## src/rpdl_pkg.sv

```systemverilog
package rpdl_pkg;

   localparam int MAX_SAMPLES = 2048;
   localparam int IDX_W       = $clog2(MAX_SAMPLES);
   localparam int MIN_PTS     = 4;
   localparam int MAX_PTS     = 20;
   localparam int CNT_W       = 5;
   localparam int COUNT_SAT   = (1 << CNT_W) - 1;
   localparam int RANGE_W     = 16;
   localparam int SUM_W       = 21;
   localparam int ANG_W       = 16;
   localparam int POS_W       = IDX_W + 2;
   localparam int PROD_W      = POS_W + ANG_W;

   localparam int CORDIC_N    = 20;
   localparam int ITER_W      = 5;
   localparam int XY_W        = 36;
   localparam int Z_W         = 26;
   localparam int P_W         = 24;
   localparam int SQ_W        = 2 * P_W;
   localparam int ACC_W       = 50;
   localparam int ROOT_W      = ACC_W / 2;
   localparam int REM_W       = ROOT_W + 1;
   localparam int SQ_STEPS    = 6;
   localparam int GAIN        = 39797;
   localparam int POINT_SHIFT = 12;

   localparam logic signed [Z_W-1:0] QUARTER_T = 26'sd4194304;
   localparam logic signed [Z_W-1:0] HALF_T    = 26'sd8388608;
   localparam logic signed [Z_W-1:0] ROUND_Z   = 26'sd128;

   // register indexes (byte address / 4)
   localparam logic [2:0] REG_MAX_RANGE = 3'd0;
   localparam logic [2:0] REG_MAX_GAP   = 3'd1;
   localparam logic [2:0] REG_START_ANG = 3'd2;
   localparam logic [2:0] REG_ANG_STEP  = 3'd3;
   localparam logic [2:0] REG_PAIR_SEP  = 3'd4;
   localparam logic [2:0] REG_SEP_TOL   = 3'd5;
   localparam logic [2:0] REG_BEAR_LIM  = 3'd6;
   localparam logic [2:0] REG_HOLD      = 3'd7;

   // squarer operand selects
   localparam logic [2:0] SQ_DX = 3'd0;
   localparam logic [2:0] SQ_DY = 3'd1;
   localparam logic [2:0] SQ_HI = 3'd2;
   localparam logic [2:0] SQ_LO = 3'd3;
   localparam logic [2:0] SQ_SX = 3'd4;
   localparam logic [2:0] SQ_SY = 3'd5;

   typedef struct packed {
      logic [15:0]        max_range_mm;
      logic [15:0]        max_gap_mm;
      logic signed [15:0] start_angle;
      logic [15:0]        angle_step;
      logic [15:0]        pair_separation_mm;
      logic [15:0]        separation_tolerance_mm;
      logic [14:0]        bearing_limit;
      logic [15:0]        hold_ms;
   } cfg_type;

   typedef struct packed {
      logic       accept;
      logic       div_start;
      logic       div_step;
      logic       side_update;
      logic       end_close;
      logic       rot_load_left;
      logic       rot_load_right;
      logic       cordic_step;
      logic       geo_prep;
      logic       sq_step;
      logic [2:0] sq_sel;
      logic       root_load;
      logic       root_step;
      logic       vec_load;
      logic       decide;
      logic [ITER_W-1:0] iter;
   } cmd_type;

   typedef struct packed {
      logic close_pend;
      logic last;
      logic both_found;
      logic rsp_free;
   } stat_type;

   function automatic logic signed [Z_W-1:0] atan_entry(input logic [ITER_W-1:0] idx);
      logic signed [Z_W-1:0] v;
      case (idx)
         5'd0:    v = 26'sd2097152;
         5'd1:    v = 26'sd1238021;
         5'd2:    v = 26'sd654136;
         5'd3:    v = 26'sd332050;
         5'd4:    v = 26'sd166669;
         5'd5:    v = 26'sd83416;
         5'd6:    v = 26'sd41718;
         5'd7:    v = 26'sd20860;
         5'd8:    v = 26'sd10430;
         5'd9:    v = 26'sd5215;
         5'd10:   v = 26'sd2608;
         5'd11:   v = 26'sd1304;
         5'd12:   v = 26'sd652;
         5'd13:   v = 26'sd326;
         5'd14:   v = 26'sd163;
         5'd15:   v = 26'sd81;
         5'd16:   v = 26'sd41;
         5'd17:   v = 26'sd20;
         5'd18:   v = 26'sd10;
         5'd19:   v = 26'sd5;
         default: v = '0;
      endcase
      return v;
   endfunction

endpackage

```

## src/rpdl_ctrl.sv

```systemverilog
module rpdl_ctrl (
   input  logic               clock,
   input  logic               reset,
   input  logic               req_valid,
   output logic               req_ready,
   input  rpdl_pkg::stat_type st,
   output rpdl_pkg::cmd_type  cmd
);

   typedef enum logic [3:0] {
      S_IDLE, S_PEND, S_DIV, S_SIDE, S_ENDRUN, S_GEO, S_ROT_L, S_LOAD_R,
      S_ROT_R, S_PREP, S_SQ, S_ROOT_LD, S_SQRT, S_VEC_LD, S_VEC, S_DECIDE
   } state_type;

   state_type                     state_ff, state_in;
   logic [rpdl_pkg::ITER_W-1:0]   iter_ff, iter_in;
   logic                          end_done_ff, end_done_in;
   logic                          iter_last_div, iter_last_cordic, iter_last_sq, iter_last_root;

   assign iter_last_div    = (iter_ff == rpdl_pkg::ITER_W'(rpdl_pkg::SUM_W - 1));
   assign iter_last_cordic = (iter_ff == rpdl_pkg::ITER_W'(rpdl_pkg::CORDIC_N - 1));
   assign iter_last_sq     = (iter_ff == rpdl_pkg::ITER_W'(rpdl_pkg::SQ_STEPS - 1));
   assign iter_last_root   = (iter_ff == rpdl_pkg::ITER_W'(rpdl_pkg::ROOT_W - 1));
   assign req_ready        = (state_ff == S_IDLE);

   always_comb begin
      state_in    = state_ff;
      iter_in     = iter_ff;
      end_done_in = end_done_ff;
      cmd         = '0;
      cmd.iter    = iter_ff;
      cmd.sq_sel  = iter_ff[2:0];
      case (state_ff)
         S_IDLE: begin
            if (req_valid) begin
               cmd.accept  = 1'b1;
               end_done_in = 1'b0;
               state_in    = S_PEND;
            end
         end
         S_PEND: begin
            if (st.close_pend) begin
               cmd.div_start = 1'b1;
               iter_in       = '0;
               state_in      = S_DIV;
            end else if (!st.last) begin
               state_in = S_IDLE;
            end else if (!end_done_ff) begin
               state_in = S_ENDRUN;
            end else begin
               state_in = S_GEO;
            end
         end
         S_DIV: begin
            cmd.div_step = 1'b1;
            iter_in      = iter_ff + 1'b1;
            if (iter_last_div) begin
               state_in = S_SIDE;
            end
         end
         S_SIDE: begin
            cmd.side_update = 1'b1;
            state_in        = S_PEND;
         end
         S_ENDRUN: begin
            cmd.end_close = 1'b1;
            end_done_in   = 1'b1;
            state_in      = S_PEND;
         end
         S_GEO: begin
            iter_in = '0;
            if (st.both_found) begin
               cmd.rot_load_left = 1'b1;
               state_in          = S_ROT_L;
            end else begin
               state_in = S_DECIDE;
            end
         end
         S_ROT_L: begin
            cmd.cordic_step = 1'b1;
            iter_in         = iter_ff + 1'b1;
            if (iter_last_cordic) begin
               state_in = S_LOAD_R;
            end
         end
         S_LOAD_R: begin
            cmd.rot_load_right = 1'b1;
            iter_in            = '0;
            state_in           = S_ROT_R;
         end
         S_ROT_R: begin
            cmd.cordic_step = 1'b1;
            iter_in         = iter_ff + 1'b1;
            if (iter_last_cordic) begin
               state_in = S_PREP;
            end
         end
         S_PREP: begin
            cmd.geo_prep = 1'b1;
            iter_in      = '0;
            state_in     = S_SQ;
         end
         S_SQ: begin
            cmd.sq_step = 1'b1;
            iter_in     = iter_ff + 1'b1;
            if (iter_last_sq) begin
               state_in = S_ROOT_LD;
            end
         end
         S_ROOT_LD: begin
            cmd.root_load = 1'b1;
            iter_in       = '0;
            state_in      = S_SQRT;
         end
         S_SQRT: begin
            cmd.root_step = 1'b1;
            iter_in       = iter_ff + 1'b1;
            if (iter_last_root) begin
               state_in = S_VEC_LD;
            end
         end
         S_VEC_LD: begin
            cmd.vec_load = 1'b1;
            iter_in      = '0;
            state_in     = S_VEC;
         end
         S_VEC: begin
            cmd.cordic_step = 1'b1;
            iter_in         = iter_ff + 1'b1;
            if (iter_last_cordic) begin
               state_in = S_DECIDE;
            end
         end
         S_DECIDE: begin
            if (st.rsp_free) begin
               cmd.decide = 1'b1;
               state_in   = S_IDLE;
            end
         end
         default: state_in = S_IDLE;
      endcase
   end

   always_ff @(posedge clock) begin
      if (reset) begin
         state_ff    <= S_IDLE;
         iter_ff     <= '0;
         end_done_ff <= 1'b0;
      end else begin
         state_ff    <= state_in;
         iter_ff     <= iter_in;
         end_done_ff <= end_done_in;
      end
   end

endmodule

```

## config.mk

```make
export PLATFORM = sky130hd
export DESIGN_NAME = rpdl_ctrl
export DESIGN_NICKNAME = d
export VERILOG_FILES = /design/src/rpdl_pkg.sv /design/src/rpdl_ctrl.sv
export SDC_FILE = /design/constraint.sdc
export NUM_CORES = 1
export LEC_CHECK = 0
export ABC_AREA = 1
export BUFFER_PORTS_ARGS = -buffer_cell sky130_fd_sc_hd__clkbuf_2
export CAP_MARGIN = 20
export CORE_AREA = 2 2 45 63
export DETAILED_ROUTE_END_ITERATION = 10
export DIE_AREA = 0 0 47 65
export PLACE_DENSITY_LB_ADDON = 0.08
export REMOVE_ABC_BUFFERS = 1
export SYNTH_ARGS = -nofsm -noshare
export SYNTH_HDL_FRONTEND = slang
export SYNTH_SLANG_ARGS = --single-unit
```

## constraint.sdc

```tcl
create_clock -name clock -period 4.1 [get_ports clock]
set_input_delay 0 -clock clock [delete_from_list [all_inputs] [get_ports clock]]
set_output_delay 0 -clock clock [all_outputs]
set_load 0.01 [all_outputs]
```

==> results of run 1 <==
critical path, delay by kind of cell, from the launching register on:
kind	cells	cell delay, ns
and+or+nand+nor	3	0.61
buffers and inverters	2	0.22
DFF	1	0.52
cell type report:
type,count,area share [%]
inverters,23,7.76
repair buffers,29,13.0
clock buffers,3,2.02
flip-flops and latches,10,18.0
well taps,36,4.05
multi-input cells,112,55.1
state kept, by name, summed over array words and instances, names as in the netlist:
signal	count
state_ff	4
iter_ff	5
end_done_ff	1
cells in the mapped netlist, types with 2 or more instances:
| cell type | n |
|---|---|
| nand2_1 | 31 |
| nand4_1 | 2 |
| dfxtp_1 | 10 |
| nand3_1 | 15 |
| nand2_2 | 4 |
| inv_1 | 18 |
| nor2_4 | 2 |
| ha_1 | 3 |
| o21ai_0 | 2 |
| nand2_4 | 6 |
| a21oi_1 | 9 |
| buf_4 | 6 |
| nor2_1 | 26 |
| nor2_2 | 3 |
| inv_2 | 5 |
worst max path at each step:
stage               cells past startpoint  slack (ns)     endpoint
global route                           10        2.32  state_ff[3]
CTS                                     5        2.50      cmd[14]
floorplan                              10        2.60  state_ff[1]
detailed placement                     10        2.56  state_ff[1]
global placement                        6        2.63   iter_ff[4]
finish                                  5        2.48      cmd[20]
cells by family (layout without fill, tap and decap cells):
| kind of cell | Yosys count | count (layout) | synth area share [%] |
|---|---|---|---|
| fa+ha+maj | 3 | 3 | 3.91 |
| simple gates | 93 | 93 | 49.4 |
| compound gates | 15 | 15 | 9.65 |
| buf+inv | 31 | 55 | 15.3 |
| xor+xnor | 1 | 1 | 0.913 |
| flops | 10 | 10 | 20.9 |
report_power, final:
part / total [mW] / leakage (nW) / switching [mW] / internal [mW]
logic: 0.367 / 0.498 / 0.235 / 0.132
clock network: 0.0682 / 0.0138 / 0.0342 / 0.0340
registers: 0.168 / 0.0817 / 0.0465 / 0.121
per-stage QoR:
| step | setup slack, ns | instance area [µm²] | power, mW | hold slack (ns) |
|---|---|---|---|---|
| after floorplan | 2.60 | 900 | 0.435 | 0.0691 |
| after global placement | 2.63 | 1090 | 0.539 | 0.287 |
| after detailed placement | 2.56 | 1090 | 0.540 | 0.292 |
| after CTS | 2.50 | 1110 | 0.609 | 0.00833 |
| after global routing | 2.32 | 1110 | 0.668 | 0.0291 |
| final | 2.48 | 1110 | 0.603 | 0.00793 |
routing by layer:
| layer | up-vias | GRT usage (%) |
|---|---|---|
| met3 | 4 | 2.51 |
| li1 | 525 | - |
| met4 | 0 | 7.29 |
| met5 | - | 0 |
| met1 | 427 | 19.9 |
| met2 | 34 | 34.8 |
==> results.json, run 1 <==
{
  "synth.top_cell.area_share_pct": 20.9,
  "grt_overflow_total": 0,
  "nFillCells": 288,
  "clockBufferDepth": 2,
  "hp-start": "reset",
  "post_cts_buffers": 0,
  "grt_pass1_vias": 1009,
  "start_kind": "register",
  "worstReg2RegStart": "iter_ff[0]",
  "fp.dieW_um": 47,
  "diodes": 0,
  "critPathRequiredTime_ns": 4.10,
  "top_layer": "met4",
  "ir_drop_v": 0.000250,
  "cp_common_cell": "nand2_1",
  "fin_crit_ns": 1.62,
  "status": "finished clean",
  "dp_hpwl_um": 1990,
  "worstHoldEndpoint": "state_ff[0]",
  "cp_slowest_cell": "dfxtp_1",
  "fin_nets": 189,
  "final_hold_viol_count": 0,
  "die_height_um": 65,
  "multi_input_area_um2": 613,
  "avgSynthCellArea_um2": 6.27,
  "cts_hold_buf": 0,
  "path_class": "register to primary output",
  "port_buffers": 29,
  "synth_area_leaders": "dfxtp_1 (21%), nand2_1 (12%), nor2_1 (10%)",
  "setup_tns_ns": 0,
  "synth_area_leader_cell": "dfxtp_1",
  "rrSetupSlack_ns": 2.57,
  "yosys_warnings": 0,
  "dr_wl_met2_um": 1230,
  "syn_inst": 153,
  "max_freq_mhz": 617,
  "slowest_delay_ns": 0.52,
  "fin_crit_sh_pct": 39.5,
  "worstHoldPathCells": 2,
  "route.met3.wl_um": 125,
  "htreeDepth": 1,
  "seqCellArea_um2": 200,
  "wl_met1_um": 950,
  "area_growth_pct": 15.9,
  "layoutNonFillerInstCount": 213,
  "slew_headroom_pct": 73.7,
  "cts_num_sinks": 10,
  "synthesis.area_um2": 960,
  "postRouteAntennaNets": 0,
  "layout_common_cells": "nand2_1 (31), clkbuf_2 (29), nor2_1 (26), inv_1 (18), nand3_1 (15)",
  "r2r-end": "state_ff[1]",
  "place_inst": 210,
  "die_area_um2": 3060,
  "clock_skew_ns": 0.00156,
  "ys_seq_elements": 10,
  "grt_max_degree": 11,
  "cts_tree": "done",
  "cts_inserted_buffers": 3,
  "synth_cell_type_count": 26,
  "tightestPinTransition_ns": 0.394,
  "power_density_nw_per_um2": 542,
  "final_util_pct": 43.9,
  "via_per_inst": 4.65,
  "timing.critical_path.to_type": "primary output",
  "design.core.area_um2": 2530,
  "drc": 0,
  "num_rows": 22,
  "final_common_cell": "nand2_1",
  "initial_core_util_pct": 37.9,
  "startpoint": "state_ff[0]",
  "clock_latency_ns": 0.27,
  "yosysSeqAreaShare_pct": 20.9,
  "place_congestion": 0.872,
  "clkTransAtPathRegs_ns": 0.06,
  "wl_per_cell_um": 11.0,
  "crit_arrival_ns": 1.62,
  "slew_viol_final": 0,
  "grt_use_total_pct": 18.8,
  "async_flop_share_pct": 0,
  "drt_iter0_drc": 15,
  "grt_pass1_wl_um": 4220,
  "vias": 990,
  "rsz0062_at_grt": "false",
  "path_cells": "nand2_1 -> nor2_1 -> nand2_1 -> inv_1 -> clkbuf_2",
  "io_pins": 30,
  "r2r_cells": 10,
  "setup_viol": 0,
  "drive_gt1_share_pct": 31.6,
  "ys.flop_type": "dfxtp_1",
  "crit_fanout": 8,
  "cts-root-buf": "clkbuf_4",
  "totalWireLength_um": 2350,
  "cts_resized": 0,
  "drt_first_pass_iters": 4,
  "cap_viol_max_count": 0,
  "leakage_nw": 0.593,
  "synth_edf_count": 0,
  "antenna_found_initial": 0,
  "hold_class": "primary input to register"
}
(Power assumes the default switching activity.)
==> run 2, diff against run 1 <==
--- a/config.mk
+++ b/config.mk
@@ -5,12 +5,12 @@
 export SDC_FILE = /design/constraint.sdc
 export NUM_CORES = 1
 export LEC_CHECK = 0
-export ABC_AREA = 1
+export ABC_AREA = 0
 export BUFFER_PORTS_ARGS = -buffer_cell sky130_fd_sc_hd__clkbuf_2
 export CAP_MARGIN = 20
-export CORE_AREA = 2 2 45 63
+export CORE_AREA = 2 2 42 59
 export DETAILED_ROUTE_END_ITERATION = 10
-export DIE_AREA = 0 0 47 65
+export DIE_AREA = 0 0 44 61
 export PLACE_DENSITY_LB_ADDON = 0.08
 export REMOVE_ABC_BUFFERS = 1
 export SYNTH_ARGS = -nofsm -noshare
==> constraint.sdc (replaced) <==
create_clock -name clock -period 1.6 [get_ports clock]
set_input_delay 0 -clock clock [delete_from_list [all_inputs] [get_ports clock]]
set_output_delay 0 -clock clock [all_outputs]
set_load 0.01 [all_outputs]
==> run 2 against run 1 <==
Sequential power increased by 67%. Setup slack got worse by 2.5 ns. Critical path depth increased by 2. Worst hold slack improved by 0.044 ns. Design area increased by 6.3%. Via count decreased by 0.61%. Wire length increased by 3.0%. Power increased by 35%. Sequential share of layout area decreased by 0.54 points. Synthesized cell count decreased by 27%. Synthesized area decreased by 14%. Cell count decreased by 17%.
==> results.json, run 2 <==
{
  "rsz0062_at_grt": "true",
  "io_pins": 30,
  "postPlaceCellArea_um2": 1070,
  "totalWireLength_um": 2420,
  "ys.flop_type": "dfxtp_1",
  "setup_viol": 0,
  "start_kind": "register",
  "largest_reg_flops": 5,
  "grt_pass1_wl_um": 3880,
  "cpLargestDelayFamily": "compound AO/OA/AOI/OAI gates",
  "die_area_um2": 2680,
  "drt_first_pass_iters": 4,
  "yosys_warnings": 0,
  "wl_per_cell_um": 13.7,
  "cp_slowest_cell": "dfxtp_2",
  "nFillCells": 240,
  "area_growth_pct": 43.6,
  "layout_common_cells": "clkbuf_2 (29), buf_4 (22), nor2_1 (15), nor3_1 (9), nand2_1 (8)",
  "r2r_cells": 7,
  "ir_drop_v": 0.000262,
  "slew_headroom_pct": 75.2,
  "leakage_nw": 0.523,
  "timing.critical_path.to_type": "register",
  "avgSynthCellArea_um2": 7.42,
  "fp.dieW_um": 44,
  "synth_cell_type_count": 36,
  "path_cells": "inv_2 -> ha_4 -> nand4b_4 -> a22o_1 -> a221o_1 -> a211o_1 -> a21oi_1",
  "vias": 984,
  "max_freq_mhz": 628,
  "crit_arrival_ns": 1.79,
  "cts_inserted_buffers": 3,
  "clock_skew_ns": 0.00249,
  "regMostFlops": "iter_ff",
  "die_height_um": 61,
  "final_util_pct": 54.9,
  "ys_seq_elements": 10,
  "place_ws_ns": -0.0365,
  "synth_area_leaders": "dfxtp_1 (24%), nor2_1 (6.8%), nor3_1 (5.5%)",
  "synth.top_cell.area_share_pct": 24.3,
  "cts_num_sinks": 10,
  "grt_overflow_total": 0,
  "num_rows": 20,
  "diodes": 0,
  "critPathRequiredTime_ns": 1.80,
  "power_density_nw_per_um2": 687,
  "drt_iter0_drc": 28,
  "port_buffers": 29,
  "worstReg2RegStart": "iter_ff[1]",
  "cp_num_buf_inv": 1,
  "clkTransAtPathRegs_ns": 0.07,
  "slew_viol_final": 0,
  "status": "finished clean",
  "drive_gt1_share_pct": 45.2,
  "path_class": "register to register",
  "cts-root-buf": "clkbuf_4",
  "via_per_inst": 5.56,
  "synth_area_leader_cell": "dfxtp_1",
  "worstHoldEndpoint": "state_ff[2]",
  "power_mw": 0.813,
  "initial_core_util_pct": 38.3,
  "fin_crit_sh_pct": 99.5,
  "reg.largest.list": "iter_ff (5), state_ff (4), end_done_ff (1)",
  "r2r-end": "state_ff[2]",
  "place_congestion": 0.844,
  "drc": 0,
  "cts_tree": "done",
  "clock_latency_ns": 0.27,
  "rrSetupSlack_ns": 0.008,
  "syn_inst": 111,
  "grt_max_degree": 15,
  "dp_hpwl_um": 1860,
  "tightestPinTransition_ns": 0.368,
  "hold_class": "primary input to register",
  "final_hold_viol_count": 0,
  "design.core.area_um2": 2150,
  "synth_common_cells": "nor2_1 (15), dfxtp_1 (10), nor3_1 (9)",
  "design_area_um2": 1180,
  "grt_pass1_vias": 868,
  "fin_crit_ns": 1.59,
  "crit_fanout": 3,
  "synth_most_common_cell": "nor2_1",
  "startpoint": "iter_ff[1]",
  "htreeDepth": 1,
  "slowest_delay_ns": 0.33,
  "worstHoldPathCells": 2,
  "final_common_cell": "clkbuf_2",
  "cap_viol_max_count": 0,
  "grt_use_total_pct": 19.9,
  "antenna_found_initial": 0,
  "fin_nets": 166,
  "postRouteAntennaNets": 0,
  "synthesis.area_um2": 823,
  "async_flop_share_pct": 0,
  "clockBufferDepth": 2,
  "synth_edf_count": 0,
  "hp-start": "reset",
  "yosysSeqAreaShare_pct": 24.3,
  "finalWorstSetupSlack_ns": 0.00753
}
==> run 2: per-layer routing <==
metal  vias to the layer above  track usage, %  part of all wire [%]
met3                         2            3.57                   4.7
met5                         -               0                     0
met4                         0            9.96                   1.2
met2                        36            35.7                    54
met1                       460            22.0                    40
li1                        486               -                     -
==> run 2: cell families (layout without fill, tap and decap cells) <==
logic type / count (synthesis) / after routing / share of synthesized area, %
DFF: 10 / 10 / 24.3
adders and majority gates: 3 / 3 / 4.56
buffers and inverters: 20 / 64 / 13.7
muxes: 1 / 1 / 1.22
and+or+nand+nor: 53 / 53 / 35.6
AOI/OAI and AO/OA: 24 / 24 / 20.7
==> run 2: worst max-delay path by stage <==
| stage | slack, ns | endpoint | cells after the start |
|---|---|---|---|
| 2_1_floorplan | -0.1 | state_ff[2] | 5 |
| 3_3_place_gp | 0.008 | state_ff[2] | 7 |
| 3_5_place_dp | -0.04 | state_ff[2] | 7 |
| 4_1_cts | -0.0004 | state_ff[2] | 6 |
| 5_1_grt | -0.07 | state_ff[2] | 7 |
| 6_report | 0.008 | state_ff[2] | 7 |
==> run 2: per-stage QoR <==
| stage | hold WS, ns | cells | TNS [ns] |
|---|---|---|---|
| finish | 0.0523 | 177 | 0 |
| global route | 0.0653 | 177 | -0.0652 |
| CTS | 0.0623 | 177 | -0.000427 |
| detailed placement | 0.326 | 171 | -0.0365 |
| global placement | 0.324 | 171 | 0 |
| floorplan | 0.0691 | 99 | -0.0992 |
==> run 2: worst reg2reg max path, stage by stage (launching register included) <==
cell and delay (ns):
dfxtp_2 0.33, inv_2 0.08, ha_4 0.15, nand4b_4 0.09, a22o_1 0.24, a221o_1 0.29, a211o_1 0.23, a21oi_1 0.11
==> run 2: final cells by class <==
type                    count  area [µm²]  share of cell area [%]
clock buffers               4        36.3                    3.07
inverters                   8        30.0                    2.54
multi-input cells          81         561                    47.4
flip-flops and latches     10         206                    17.5
well taps                  22        27.5                    2.33
repair buffers             52         322                    27.2
==> run 2: power by group <==
| group | switching, mW | total [mW] | internal [mW] |
|---|---|---|---|
| Combinational | 0.156 | 0.295 | 0.139 |
| Sequential | 0.0174 | 0.280 | 0.263 |
| Clock | 0.0998 | 0.238 | 0.138 |
| Total | 0.273 | 0.813 | 0.540 |
==> run 2: repair_timing <==
action                     4_1_cts  5_1_grt
hold endpoints to repair         0        0
hold buffers                     0        0
setup endpoints to repair        3        5
setup buffers                    2        0
resized for setup                6       11
gates cloned                     0        0
