## config.mk

```make
export PLATFORM = sky130hd
export DESIGN_NAME = rpdl_csr
export DESIGN_NICKNAME = d
export VERILOG_FILES = /design/src/rpdl_pkg.sv /design/src/rpdl_csr.sv
export SDC_FILE = /design/constraint.sdc
export NUM_CORES = 1
export LEC_CHECK = 0
export BUFFER_PORTS_ARGS = -buffer_cell sky130_fd_sc_hd__buf_2
export CORE_UTILIZATION = 50
export DETAILED_ROUTE_END_ITERATION = 8
export GPL_ROUTABILITY_DRIVEN = 1
export PLACE_DENSITY_LB_ADDON = 0.25
export SETUP_SLACK_MARGIN = 0.02
export SLEW_MARGIN = 20
export SYNTH_ARGS = -nofsm -noshare
export SYNTH_HDL_FRONTEND = slang
export SYNTH_SLANG_ARGS = --single-unit
```

## constraint.sdc

```tcl
create_clock -name clock -period 1.25 [get_ports clock]
set_input_delay 0.0625 -clock clock [delete_from_list [all_inputs] [get_ports clock]]
set_output_delay 0.0625 -clock clock [all_outputs]
set_load 0.02 [all_outputs]
```

## src/rpdl_pkg.sv

```systemverilog
package rpdl_pkg;

   localparam int MAX_SAMPLES = 2048;
   localparam int IDX_W       = $clog2(MAX_SAMPLES);
   localparam int MIN_PTS     = 4;
   localparam int MAX_PTS     = 20;
   localparam int CNT_W       = 5;
   localparam int COUNT_SAT   = (1 << CNT_W) - 1;
   localparam int RANGE_W     = 16;
   localparam int SUM_W       = 21;
   localparam int ANG_W       = 16;
   localparam int POS_W       = IDX_W + 2;
   localparam int PROD_W      = POS_W + ANG_W;

   localparam int CORDIC_N    = 20;
   localparam int ITER_W      = 5;
   localparam int XY_W        = 36;
   localparam int Z_W         = 26;
   localparam int P_W         = 24;
   localparam int SQ_W        = 2 * P_W;
   localparam int ACC_W       = 50;
   localparam int ROOT_W      = ACC_W / 2;
   localparam int REM_W       = ROOT_W + 1;
   localparam int SQ_STEPS    = 6;
   localparam int GAIN        = 39797;
   localparam int POINT_SHIFT = 12;

   localparam logic signed [Z_W-1:0] QUARTER_T = 26'sd4194304;
   localparam logic signed [Z_W-1:0] HALF_T    = 26'sd8388608;
   localparam logic signed [Z_W-1:0] ROUND_Z   = 26'sd128;

   // register indexes (byte address / 4)
   localparam logic [2:0] REG_MAX_RANGE = 3'd0;
   localparam logic [2:0] REG_MAX_GAP   = 3'd1;
   localparam logic [2:0] REG_START_ANG = 3'd2;
   localparam logic [2:0] REG_ANG_STEP  = 3'd3;
   localparam logic [2:0] REG_PAIR_SEP  = 3'd4;
   localparam logic [2:0] REG_SEP_TOL   = 3'd5;
   localparam logic [2:0] REG_BEAR_LIM  = 3'd6;
   localparam logic [2:0] REG_HOLD      = 3'd7;

   // squarer operand selects
   localparam logic [2:0] SQ_DX = 3'd0;
   localparam logic [2:0] SQ_DY = 3'd1;
   localparam logic [2:0] SQ_HI = 3'd2;
   localparam logic [2:0] SQ_LO = 3'd3;
   localparam logic [2:0] SQ_SX = 3'd4;
   localparam logic [2:0] SQ_SY = 3'd5;

   typedef struct packed {
      logic [15:0]        max_range_mm;
      logic [15:0]        max_gap_mm;
      logic signed [15:0] start_angle;
      logic [15:0]        angle_step;
      logic [15:0]        pair_separation_mm;
      logic [15:0]        separation_tolerance_mm;
      logic [14:0]        bearing_limit;
      logic [15:0]        hold_ms;
   } cfg_type;

   typedef struct packed {
      logic       accept;
      logic       div_start;
      logic       div_step;
      logic       side_update;
      logic       end_close;
      logic       rot_load_left;
      logic       rot_load_right;
      logic       cordic_step;
      logic       geo_prep;
      logic       sq_step;
      logic [2:0] sq_sel;
      logic       root_load;
      logic       root_step;
      logic       vec_load;
      logic       decide;
      logic [ITER_W-1:0] iter;
   } cmd_type;

   typedef struct packed {
      logic close_pend;
      logic last;
      logic both_found;
      logic rsp_free;
   } stat_type;

   function automatic logic signed [Z_W-1:0] atan_entry(input logic [ITER_W-1:0] idx);
      logic signed [Z_W-1:0] v;
      case (idx)
         5'd0:    v = 26'sd2097152;
         5'd1:    v = 26'sd1238021;
         5'd2:    v = 26'sd654136;
         5'd3:    v = 26'sd332050;
         5'd4:    v = 26'sd166669;
         5'd5:    v = 26'sd83416;
         5'd6:    v = 26'sd41718;
         5'd7:    v = 26'sd20860;
         5'd8:    v = 26'sd10430;
         5'd9:    v = 26'sd5215;
         5'd10:   v = 26'sd2608;
         5'd11:   v = 26'sd1304;
         5'd12:   v = 26'sd652;
         5'd13:   v = 26'sd326;
         5'd14:   v = 26'sd163;
         5'd15:   v = 26'sd81;
         5'd16:   v = 26'sd41;
         5'd17:   v = 26'sd20;
         5'd18:   v = 26'sd10;
         5'd19:   v = 26'sd5;
         default: v = '0;
      endcase
      return v;
   endfunction

endpackage

```

## src/rpdl_csr.sv

```systemverilog
module rpdl_csr (
   input  logic              clock,
   input  logic              reset,
   input  logic              psel,
   input  logic              penable,
   input  logic              pwrite,
   input  logic [4:0]        paddr,
   input  logic [31:0]       pwdata,
   output logic [31:0]       prdata,
   output logic              pready,
   output rpdl_pkg::cfg_type cfg
);

   rpdl_pkg::cfg_type cfg_ff;
   logic              wr_en;

   assign pready = 1'b1;
   assign wr_en  = psel && penable && pwrite;
   assign cfg    = cfg_ff;

   always_ff @(posedge clock) begin
      if (reset) begin
         cfg_ff.max_range_mm            <= 16'd600;
         cfg_ff.max_gap_mm              <= 16'd60;
         cfg_ff.start_angle             <= -16'sd32768;
         cfg_ff.angle_step              <= 16'd182;
         cfg_ff.pair_separation_mm      <= 16'd238;
         cfg_ff.separation_tolerance_mm <= 16'd50;
         cfg_ff.bearing_limit           <= 15'd5461;
         cfg_ff.hold_ms                 <= 16'd150;
      end else if (wr_en) begin
         case (paddr[4:2])
            rpdl_pkg::REG_MAX_RANGE: cfg_ff.max_range_mm            <= pwdata[15:0];
            rpdl_pkg::REG_MAX_GAP:   cfg_ff.max_gap_mm              <= pwdata[15:0];
            rpdl_pkg::REG_START_ANG: cfg_ff.start_angle             <= pwdata[15:0];
            rpdl_pkg::REG_ANG_STEP:  cfg_ff.angle_step              <= pwdata[15:0];
            rpdl_pkg::REG_PAIR_SEP:  cfg_ff.pair_separation_mm      <= pwdata[15:0];
            rpdl_pkg::REG_SEP_TOL:   cfg_ff.separation_tolerance_mm <= pwdata[15:0];
            rpdl_pkg::REG_BEAR_LIM:  cfg_ff.bearing_limit           <= pwdata[14:0];
            rpdl_pkg::REG_HOLD:      cfg_ff.hold_ms                 <= pwdata[15:0];
            default: ;
         endcase
      end
   end

   always_comb begin
      case (paddr[4:2])
         rpdl_pkg::REG_MAX_RANGE: prdata = {16'd0, cfg_ff.max_range_mm};
         rpdl_pkg::REG_MAX_GAP:   prdata = {16'd0, cfg_ff.max_gap_mm};
         rpdl_pkg::REG_START_ANG: prdata = {16'd0, cfg_ff.start_angle};
         rpdl_pkg::REG_ANG_STEP:  prdata = {16'd0, cfg_ff.angle_step};
         rpdl_pkg::REG_PAIR_SEP:  prdata = {16'd0, cfg_ff.pair_separation_mm};
         rpdl_pkg::REG_SEP_TOL:   prdata = {16'd0, cfg_ff.separation_tolerance_mm};
         rpdl_pkg::REG_BEAR_LIM:  prdata = {17'd0, cfg_ff.bearing_limit};
         rpdl_pkg::REG_HOLD:      prdata = {16'd0, cfg_ff.hold_ms};
         default:                 prdata = '0;
      endcase
   end

endmodule

```

==> results of run 1 <==
kinds of logic after synthesis:
family          after synthesis
other cells                   2
flops                       127
compound gates              145
mux                          28
buf+inv                     104
simple gates                352
worst max-delay path by stage:
stage          startpoint    endpoint  slack, ns  depth (start not counted)
2_1_floorplan    paddr[2]  prdata[12]       0.04                          6
3_3_place_gp     paddr[3]   prdata[8]      -0.47                          7
3_5_place_dp     paddr[3]   prdata[8]      -0.48                          7
4_1_cts            cfg[8]   prdata[8]      -0.48                          6
5_1_grt           cfg[94]  prdata[15]      -0.54                          5
6_report          cfg[20]   prdata[4]      -0.49                          6
placed cells by master (no fill, tap or decap), types with 17 or more instances in the layout:
master,netlist,routed
buf_4,20,130
conb_1,2,17
nor2_1,36,24
dfxtp_1,127,84
a21oi_1,93,93
clkbuf_16,0,17
dfxtp_2,0,41
nand2_1,256,256
buf_2,44,149
nand3b_1,34,34
cell type report:
cell class	instances	area, um2	area share
Timing Repair Buffer	309	2170	0.246
Sequential cell	127	2600	0.294
Tap cell	143	179	0.0202
Clock buffer	24	492	0.0556
Multi-Input combinational cell	542	3260	0.368
Clock inverter	6	82.6	0.00934
Inverter	16	60.1	0.00679
tightest hold or removal path: cells and delay by family:
family | cells | cell delay [ns]
compound gates | 1 | 0.05
buf+inv | 1 | 0.19
simple gates | 1 | 0.09
power groups by stage:
| stage | Clock [mW] | Sequential, mW | Combinational [mW] |
|---|---|---|---|
| 2_1_floorplan | 0 | 4.24 | 0.562 |
| 3_3_place_gp | 0 | 4.20 | 1.00 |
| 3_5_place_dp | 0 | 4.20 | 1.02 |
| 4_1_cts | 4.88 | 4.11 | 1.13 |
| 5_1_grt | 5.09 | 4.12 | 1.28 |
| 6_report | 4.87 | 4.12 | 1.22 |
what timing repair did:
| item | in CTS | in global routing |
|---|---|---|
| gates cloned | 1 | 0 |
| hold buffers | 3 | 1 |
| pin swaps | 13 | 21 |
| setup buffers | 2 | 4 |
| gates resized for setup | 80 | 61 |
| setup endpoints to repair | 16 | 16 |
| endpoints found under the hold margin | 14 | 1 |
metal layers:
metal  share of wire  wire length (um)  vias to the layer above  track usage
met5               0                 0                        -            0
met4           0.045              1030                        0        0.198
met3           0.078              1770                       68       0.0871
met2            0.49             11100                      346        0.621
met1            0.39              8830                     3091        0.441
li1                -                 -                     3003            -
metrics by stage:
stage               instances   util  TNS, ns  total power, mW  worst slack (ns)
finish                   1167  0.778    -6.35             10.2            -0.489
global route             1167  0.778    -7.32             10.5            -0.543
CTS                      1162  0.753    -6.71             10.1            -0.482
detailed placement       1128  0.671   -21.11             5.22            -0.477
global placement         1128  0.671   -18.65             5.20            -0.465
floorplan                 773      -        0             4.80            0.0361
==> flow_summary_export.csv, run 1 <==
group,metric,value,unit
outcome,violations,"negative setup slack",
critical_path,worst-setup-path-type,"reg2out",
timing,fmax,575,MHz
final_layout,largest_reg_flops,127,
synth,yosysWarningCount,0,
clock_network,cts_buffers,17,
hold_path,hold_depth,3,
timing,finalCritPeriodShare,1.39,
place,gp_congestion,0.992,
synth,synth_top_cell_by_area,"dfxtp_1",
critical_path,cp-end-kind,"output port",
final_layout,area_growth,51.9,%
job,max_cap_viol_count,0,
routing,wl,22700,um
pwr,power_density,1150,mW/mm2
synth,syn_inst,758,
synth,synth-seq-cells,127,
synth,synth_top_family_by_area,"simple AND/OR/NAND/NOR gates",
place,dp_hpwl,15600,um
clock_network,insertion_delay,0.41,ns
critical_path,startpoint_type,"flop",
die,die_w,110,um
place,port_buffers,166,
critical_path,r2r-end,"cfg[61]",
pwr,power.internal,7.68,mW
synth,netlist_top_cells_count,"256 x nand2_1, 127 x dfxtp_1, 93 x a21oi_1, 44 x buf_2, 36 x nor2_1",
routing,drt-vias-per-instance,5.58,
critical_path,rr_startpoint,"cfg[61]",
synth,synth_edf_count,0,
final_layout,antenna-diode-count,0,
timing,worstMarginPinSlew,0.535,ns
synth,yosys.area_share.simple,0.266,
synth,ys_seq_area_frac,0.437,
synth,synthMuxAreaShare,0.0484,
clock_network,htree_levels,4,
synth,syn-mean-instance-area,7.68,um2
die,rows,39,
die,io_pins,202,
critical_path,critical_path_required,1.19,ns
routing,firstDrtPassIters,6,
critical_path,rrSetupSlack,0.43,ns
synth,synth_compound_gate_area_share,0.157,
synth,synthTopCellsByArea,"dfxtp_1 44%, nand2_1 17%, a21oi_1 8.0%, mux2i_1 4.6%, nand3b_1 4.4%",
synth,synth_xor_area_frac,0,
critical_path,crit_family,"compound AO/OA/AOI/OAI gates",
die,start_util,0.512,
routing,wl_per_cell,19.5,um
synth,syn_area,0.00582,mm2
pwr,ir_drop,1.10,mV
global_routing,grt_pass1_wl,32300,um
pwr,power_leakage,3.89,nW
clock_network,cts_buffer_depth,2,
timing,setup_viol,16,
clock_network,cts_sinks,127,
clock_network,root_buffer,"clkbuf_16",
pwr,swShare,0.248,
die,core,0.0114,mm2
critical_path,crit_arrival,1.68,ns
die,die_h,110,um
global_routing,first_global_vias,5931,
timing,rsz0062_at_grt,"yes",
critical_path,max_stage_delay,0.36,ns
synth,ys.flop_type,"dfxtp_1",
pwr,pwr-share-clk,0.477,
synth,async_flop_share,0,
clock_network,clkTransAtPathRegs,0.06,ns
routing,drtIter0Drc,622,
timing,fin_crit,1.74,ns
synth,synthAdderAreaFrac,0,
synth,synth_top_area_frac,0.437,
hold_path,min_path_type,"in2reg",
timing,max_slew_margin,0.642,
hold_path,worst_hold_path.endpoint,"cfg[10]",
outcome,outcome,"finished with violations",
routing,postRouteAntennaNets,0,
timing,final.setup.worst_slack,-0.489,ns
hold_path,hp-start,"pwdata[10]",
pwr,switchingPower,2.53,mW
critical_path,critPathSlowestCell,"a221oi_4",
global_routing,antenna_found_initial,0,
timing,hold_ws,0.0160,ns
final_layout,stdcell_area,0.00884,mm2
global_routing,gr-usage-all-layers,0.372,
critical_path,r2r_cells,4,
final_layout,num-nets-final,1055,
routing,vias,6508,
die,die-area,0.0121,mm2
final_layout,nFillCells,780,
global_routing,grt-ovfl-total,0,
timing,finalHoldViolCount,0,
place,placed_area,0.00763,mm2
routing,drcViolationCount,0,
timing,finClkSkew,0,ns
global_routing,grt_max_degree,41,
pwr,seqPwrFrac,0.403,
critical_path,worstPathBufferInverterCount,2,
final_layout,layout-drive-gt1-share,0.434,
critical_path,path_max_fanout,2,
synth,yosysMostFrequentCell,"nand2_1",
synth,synth_cell_types,33,
critical_path,crit_chain,"mux2i_4, a221oi_4, buf_4, a221oi_2, nor2_2, buf_6",
clock_network,cts_tree,"yes",
timing,slew_violations,0,
pwr,p_comb_frac,0.120,
Power figures use the tool's default switching activity.
==> run 2: changes to the inputs <==
ABC_AREA = 1   (was default)
==> run 2 against run 1 <==
  * The run still ends with negative setup slack left
  * Highest routed layer unchanged
  * Power is 1.3% higher
  * Worst hold slack better by 0.0011 ns
  * Cell area is 7.1% lower
  * Synthesized cell count is 13% higher
==> flow_summary_export.csv, run 2 <==
group,metric,value,unit
outcome,outcome,"finished with violations",
outcome,violations,"negative setup slack",
timing,slew_violations,0,
die,io_pins,202,
critical_path,r2r_cells,3,
clock_network,cts_tree,"yes",
clock_network,htree_levels,4,
critical_path,worst-setup-path-type,"reg2out",
routing,drt-vias-per-instance,5.53,
final_layout,final_cells,1204,
synth,syn-mean-instance-area,6.88,um2
clock_network,cts_buffers,17,
routing,postRouteAntennaNets,0,
hold_path,hold_depth,3,
die,rows,39,
routing,wl_per_cell,17.0,um
synth,synthTopCellsByArea,"dfxtp_1 43%, nor2_1 15%, nand2_1 8.5%, o21ai_0 7.7%, nand4_1 6.7%",
critical_path,critical_path_required,1.19,ns
timing,finalHoldViolCount,0,
synth,syn_area,0.00592,mm2
timing,finalCritPeriodShare,1.14,
timing,rsz0062_at_grt,"yes",
die,die_w,111,um
global_routing,gr-usage-all-layers,0.332,
synth,ys.flop_type,"dfxtp_1",
synth,async_flop_share,0,
job,max_cap_viol_count,0,
global_routing,antenna_found_initial,0,
global_routing,grt-ovfl-total,0,
synth,synth_cell_types,24,
place,dp_cells,1141,
routing,drcViolationCount,0,
final_layout,layout-drive-gt1-share,0.359,
synth,yosysWarningCount,0,
timing,final.setup.worst_slack,-0.177,ns
synth,netlist_top_cells_count,"238 x nor2_1, 134 x nand2_1, 127 x dfxtp_1, 91 x o21ai_0, 63 x nand4_1",
clock_network,insertion_delay,0.41,ns
routing,vias,6654,
final_layout,num-nets-final,1090,
routing,wl,20500,um
synth,syn_inst,860,
pwr,power_density,1260,mW/mm2
die,core,0.0115,mm2
timing,finClkSkew,0,ns
clock_network,cts_buffer_depth,2,
place,gp_congestion,0.880,
synth,ys_seq_area_frac,0.429,
synth,synth_compound_gate_area_share,0.0976,
global_routing,grt_pass1_wl,32300,um
synth,yosysMostFrequentCell,"nor2_1",
synth,synth_edf_count,0,
clock_network,cts_sinks,127,
final_layout,final_util,0.716,
die,start_util,0.516,
die,die-area,0.0123,mm2
synth,synthMuxAreaShare,0,
pwr,power,10.3,mW
clock_network,clkTransAtPathRegs,0.06,ns
timing,fin_crit,1.43,ns
final_layout,layout_common_cells,"212 x nor2_1, 151 x buf_2, 130 x nand2_1",
final_layout,area_growth,38.7,%
timing,fmax,701,MHz
synth,synthAdderAreaFrac,0,
pwr,power_leakage,4.24,nW
synth,synth_xor_area_frac,0,
synth,synth_top_family_by_area,"simple AND/OR/NAND/NOR gates",
place,dp_hpwl,13800,um
routing,firstDrtPassIters,5,
synth,yosys.area_share.simple,0.374,
place,port_buffers,166,
critical_path,path_max_fanout,2,
global_routing,first_global_vias,5974,
synth,synth-seq-cells,127,
hold_path,min_path_type,"in2reg",
synth,synth_top_area_frac,0.429,
critical_path,cp-end-kind,"output port",
critical_path,crit_arrival,1.36,ns
clock_network,root_buffer,"clkbuf_16",
critical_path,startpoint_type,"flop",
timing,hold_ws,0.0170,ns
timing,setup_viol,16,
synth,synth_top_cell_by_area,"dfxtp_1",
final_layout,largest_reg_flops,127,
final_layout,final_common_cell,"nor2_1",
die,die_h,111,um
timing,tns,-1.60,ns
routing,drtIter0Drc,766,
final_layout,antenna-diode-count,0,
global_routing,grt_max_degree,60,
pwr,ir_drop,0.653,mV
[run 2: changes by cell type after synthesis, sizes merged, moves of 17 or more]
cell	before	now
mux2i	27	0
nand3	1	57
a21oi	93	0
a221oi	28	0
nand4	1	63
nand2	256	137
nand3b	34	0
o21ai	2	93
inv	16	33
nor2	41	246
[run 2: logic make-up after synthesis]
logic type / after synthesis
and+or+nand+nor: 503
AOI/OAI and AO/OA: 108
other: 2
DFF: 127
buffers and inverters: 120
[run 2: stage by stage]
| step | setup WS (ns) | area, um2 |
|---|---|---|
| after floorplan | 0.192 | 5980 |
| after global placement | -0.0446 | 7040 |
| after detailed placement | -0.0539 | 7040 |
| after CTS | -0.161 | 8040 |
| after global routing | -0.209 | 8210 |
| final | -0.177 | 8210 |
[run 2: layer usage]
metal  global-route usage  up-vias  part of all wire
met5                    0        -                 0
met4                0.132        0             0.027
met3               0.0749       51              0.11
met2                0.504      434              0.45
met1                0.455     3006              0.42
li1                     -     3163                 -
[run 2: area by class of cell]
class | count | area, um2
Inverter | 34 | 130
Clock buffer | 21 | 440
Clock inverter | 11 | 165
Sequential cell | 127 | 2610
Multi-Input combinational cell | 628 | 3030
Fill cell | 939 | 3250
Tap cell | 143 | 179
Timing Repair Buffer | 240 | 1670
[run 2: where the power goes]
part           switching, mW  total, mW  leakage [nW]  internal [mW]
combinational          0.701       1.07          2.90          0.365
clock                   1.80       5.13         0.295           3.33
sequential            0.0434       4.15          1.04           4.10
[run 2: timing repair]
item / in CTS / in global routing
hold endpoints to repair: 11 / 0
pin swaps: 34 / 39
buffers inserted: 15 / 11
resized for setup: 88 / 40
endpoints found under the setup margin: 16 / 16
hold buffers: 5 / 0
[run 2: worst paths after layout]
kind / start / endpoint / slack, ns
max: cfg[91] / prdata[12] / -0.18
min: pwdata[0] / cfg[95] / 0.02
max reg2reg: cfg[108] / cfg[108] / 0.46
min reg2reg: cfg[35] / cfg[35] / 0.47
[run 2: worst max-delay path: stages (launching register included)]
cell,delay [ns]
dfxtp_2,0.34
nand4_1,0.10
nand2_1,0.07
nor2_2,0.16
nand3_1,0.13
buf_6,0.15
==> run 3: changes to the inputs <==
GPL_ROUTABILITY_DRIVEN = 0   (was 1)
clock period = 1.54 ns   (was 1.25 ns; I/O delays follow)
==> run 3 against run 2 <==
  * The run now ends clean
  * Via count fell by 3.6%
  * Global-route usage fell by 2.1 points
  * Die area did not move
  * Cell area fell by 8.8%
  * Setup slack improved by 0.24 ns
  * Non-clock buffer count fell by 46
  * Count of clock-buffer cells in the layout fell by 1
  * Core utilization fell by 6.3 points
  * Worst hold slack improved by 0.015 ns
  * Clock skew did not move
==> flow_summary_export.csv, run 3 (synthesis results as in run 2) <==
group,metric,value,unit
final_layout,final_common_cell,"nor2_1",
die,die_w,111,um
pwr,power,8.46,mW
timing,finalHoldViolCount,0,
global_routing,grt_max_degree,128,
place,port_buffers,166,
routing,vias,6414,
pwr,pwr-share-clk,0.516,
pwr,p_comb_frac,0.087,
place,dp_hpwl,13300,um
clock_network,cts_buffer_depth,2,
global_routing,antenna_found_initial,0,
global_routing,first_global_vias,5557,
pwr,ir_drop,0.634,mV
final_layout,final_util,0.653,
final_layout,layout_common_cells,"234 x nor2_1, 166 x buf_2, 134 x nand2_1",
routing,drt-vias-per-instance,5.54,
final_layout,area_growth,26.6,%
die,die-area,0.0123,mm2
timing,setup_viol,0,
pwr,switchingPower,2.09,mW
clock_network,postCtsSetupBuffers,0,
clock_network,clkTransAtPathRegs,0.06,ns
pwr,seqPwrFrac,0.398,
final_layout,layout-drive-gt1-share,0.250,
timing,finalCritPeriodShare,0.960,
final_layout,largest_reg_flops,127,
global_routing,gr-usage-all-layers,0.310,
pwr,power.internal,6.38,mW
final_layout,antenna-diode-count,0,
clock_network,cts_sinks,127,
timing,finClkSkew,0,ns
final_layout,nFillCells,1031,
place,dp_cells,1126,
timing,fin_crit,1.48,ns
critical_path,cp-end-kind,"output port",
clock_network,cts_buffers,17,
outcome,outcome,"finished, final reports clean",
die,rows,39,
global_routing,grt-ovfl-total,0,
clock_network,cts_hold_buf,0,
final_layout,final_cells,1158,
routing,firstDrtPassIters,5,
critical_path,crit_arrival,1.40,ns
final_layout,num-nets-final,1044,
timing,hold_ws,0.0316,ns
pwr,power_leakage,3.87,nW
critical_path,critical_path_required,1.46,ns
timing,fmax,677,MHz
clock_network,htree_levels,4,
routing,drcViolationCount,0,
die,core,0.0115,mm2
job,max_cap_viol_count,0,
die,die_h,111,um
routing,wl,19500,um
timing,tns,0,ns
pwr,power_density,1130,mW/mm2
critical_path,path_max_fanout,3,
clock_network,insertion_delay,0.41,ns
die,io_pins,202,
timing,slew_violations,0,
clock_network,root_buffer,"clkbuf_16",
routing,drtIter0Drc,712,
die,start_util,0.516,
global_routing,grt_pass1_wl,29900,um
routing,wl_per_cell,16.8,um
critical_path,worst-setup-path-type,"reg2out",
critical_path,startpoint_type,"flop",
critical_path,rrSetupSlack,0.81,ns
routing,postRouteAntennaNets,0,
hold_path,min_path_type,"in2reg",
pwr,swShare,0.247,
clock_network,cts_tree,"yes",
-- run 3: cell count changes in the layout (fill, tap and decap cells not counted), moves of 16 or more --
cell     previous run  this run
nor2_2             25         6
nand3_1            38        54
dfxtp_1            79       127
nand3_2            17         1
buf_4              55        21
nor2_1            212       234
dfxtp_2            47         0
-- run 3: worst paths after layout --
check / from / endpoint / depth (start not counted)
setup / recovery: cfg[37] / prdata[6] / 5
hold / removal: pwdata[2] / cfg[49] / 3
setup reg to reg: cfg[42] / cfg[42] / 2
hold reg to reg: cfg[49] / cfg[49] / 2
-- run 3: metrics by stage --
stage | cell area (um2) | setup slack (ns)
CTS | 7480 | 0.0580
global placement | 6840 | 0.0959
detailed placement | 6840 | 0.0770
global route | 7490 | -0.00275
floorplan | 5980 | 0.453
finish | 7490 | 0.0622
-- run 3: area by class of cell --
class                   count  area (um2)  share of cell area
clock buffers              20         467              0.0623
repair buffers            194        1130               0.151
multi-input cells         628        2870               0.382
inverters                  34         130              0.0174
clock inverters            12         181              0.0242
well taps                 143         179              0.0239
flip-flops and latches    127        2540               0.339
-- run 3: power by group through the flow --
stage | Combinational, mW | Sequential (mW) | Clock (mW)
floorplan | 0.434 | 3.48 | 0
CTS | 0.722 | 3.36 | 4.37
detailed placement | 0.718 | 3.44 | 0
global placement | 0.712 | 3.44 | 0
finish | 0.734 | 3.37 | 4.36
global route | 0.780 | 3.37 | 4.54
-- run 3: critical path, cell delays in order (launching register included) --
cell	delay, ns
dfxtp_1	0.35
nand4_1	0.11
nand2_1	0.09
nor2_2	0.16
nand3_1	0.10
buf_2	0.17
-- run 3: repair_timing --
| item | CTS | global route |
|---|---|---|
| endpoints found under the setup margin | 0 | 4 |
| gates resized for setup | 0 | 4 |
| endpoints found under the hold margin | 0 | 0 |
-- run 3: routing by layer --
metal	up-vias	track usage	routed length, um
met5	-	0	0
met4	0	0.107	503
met3	38	0.0793	2070
met2	393	0.469	8700
met1	2903	0.429	8180
li1	3080	-	-
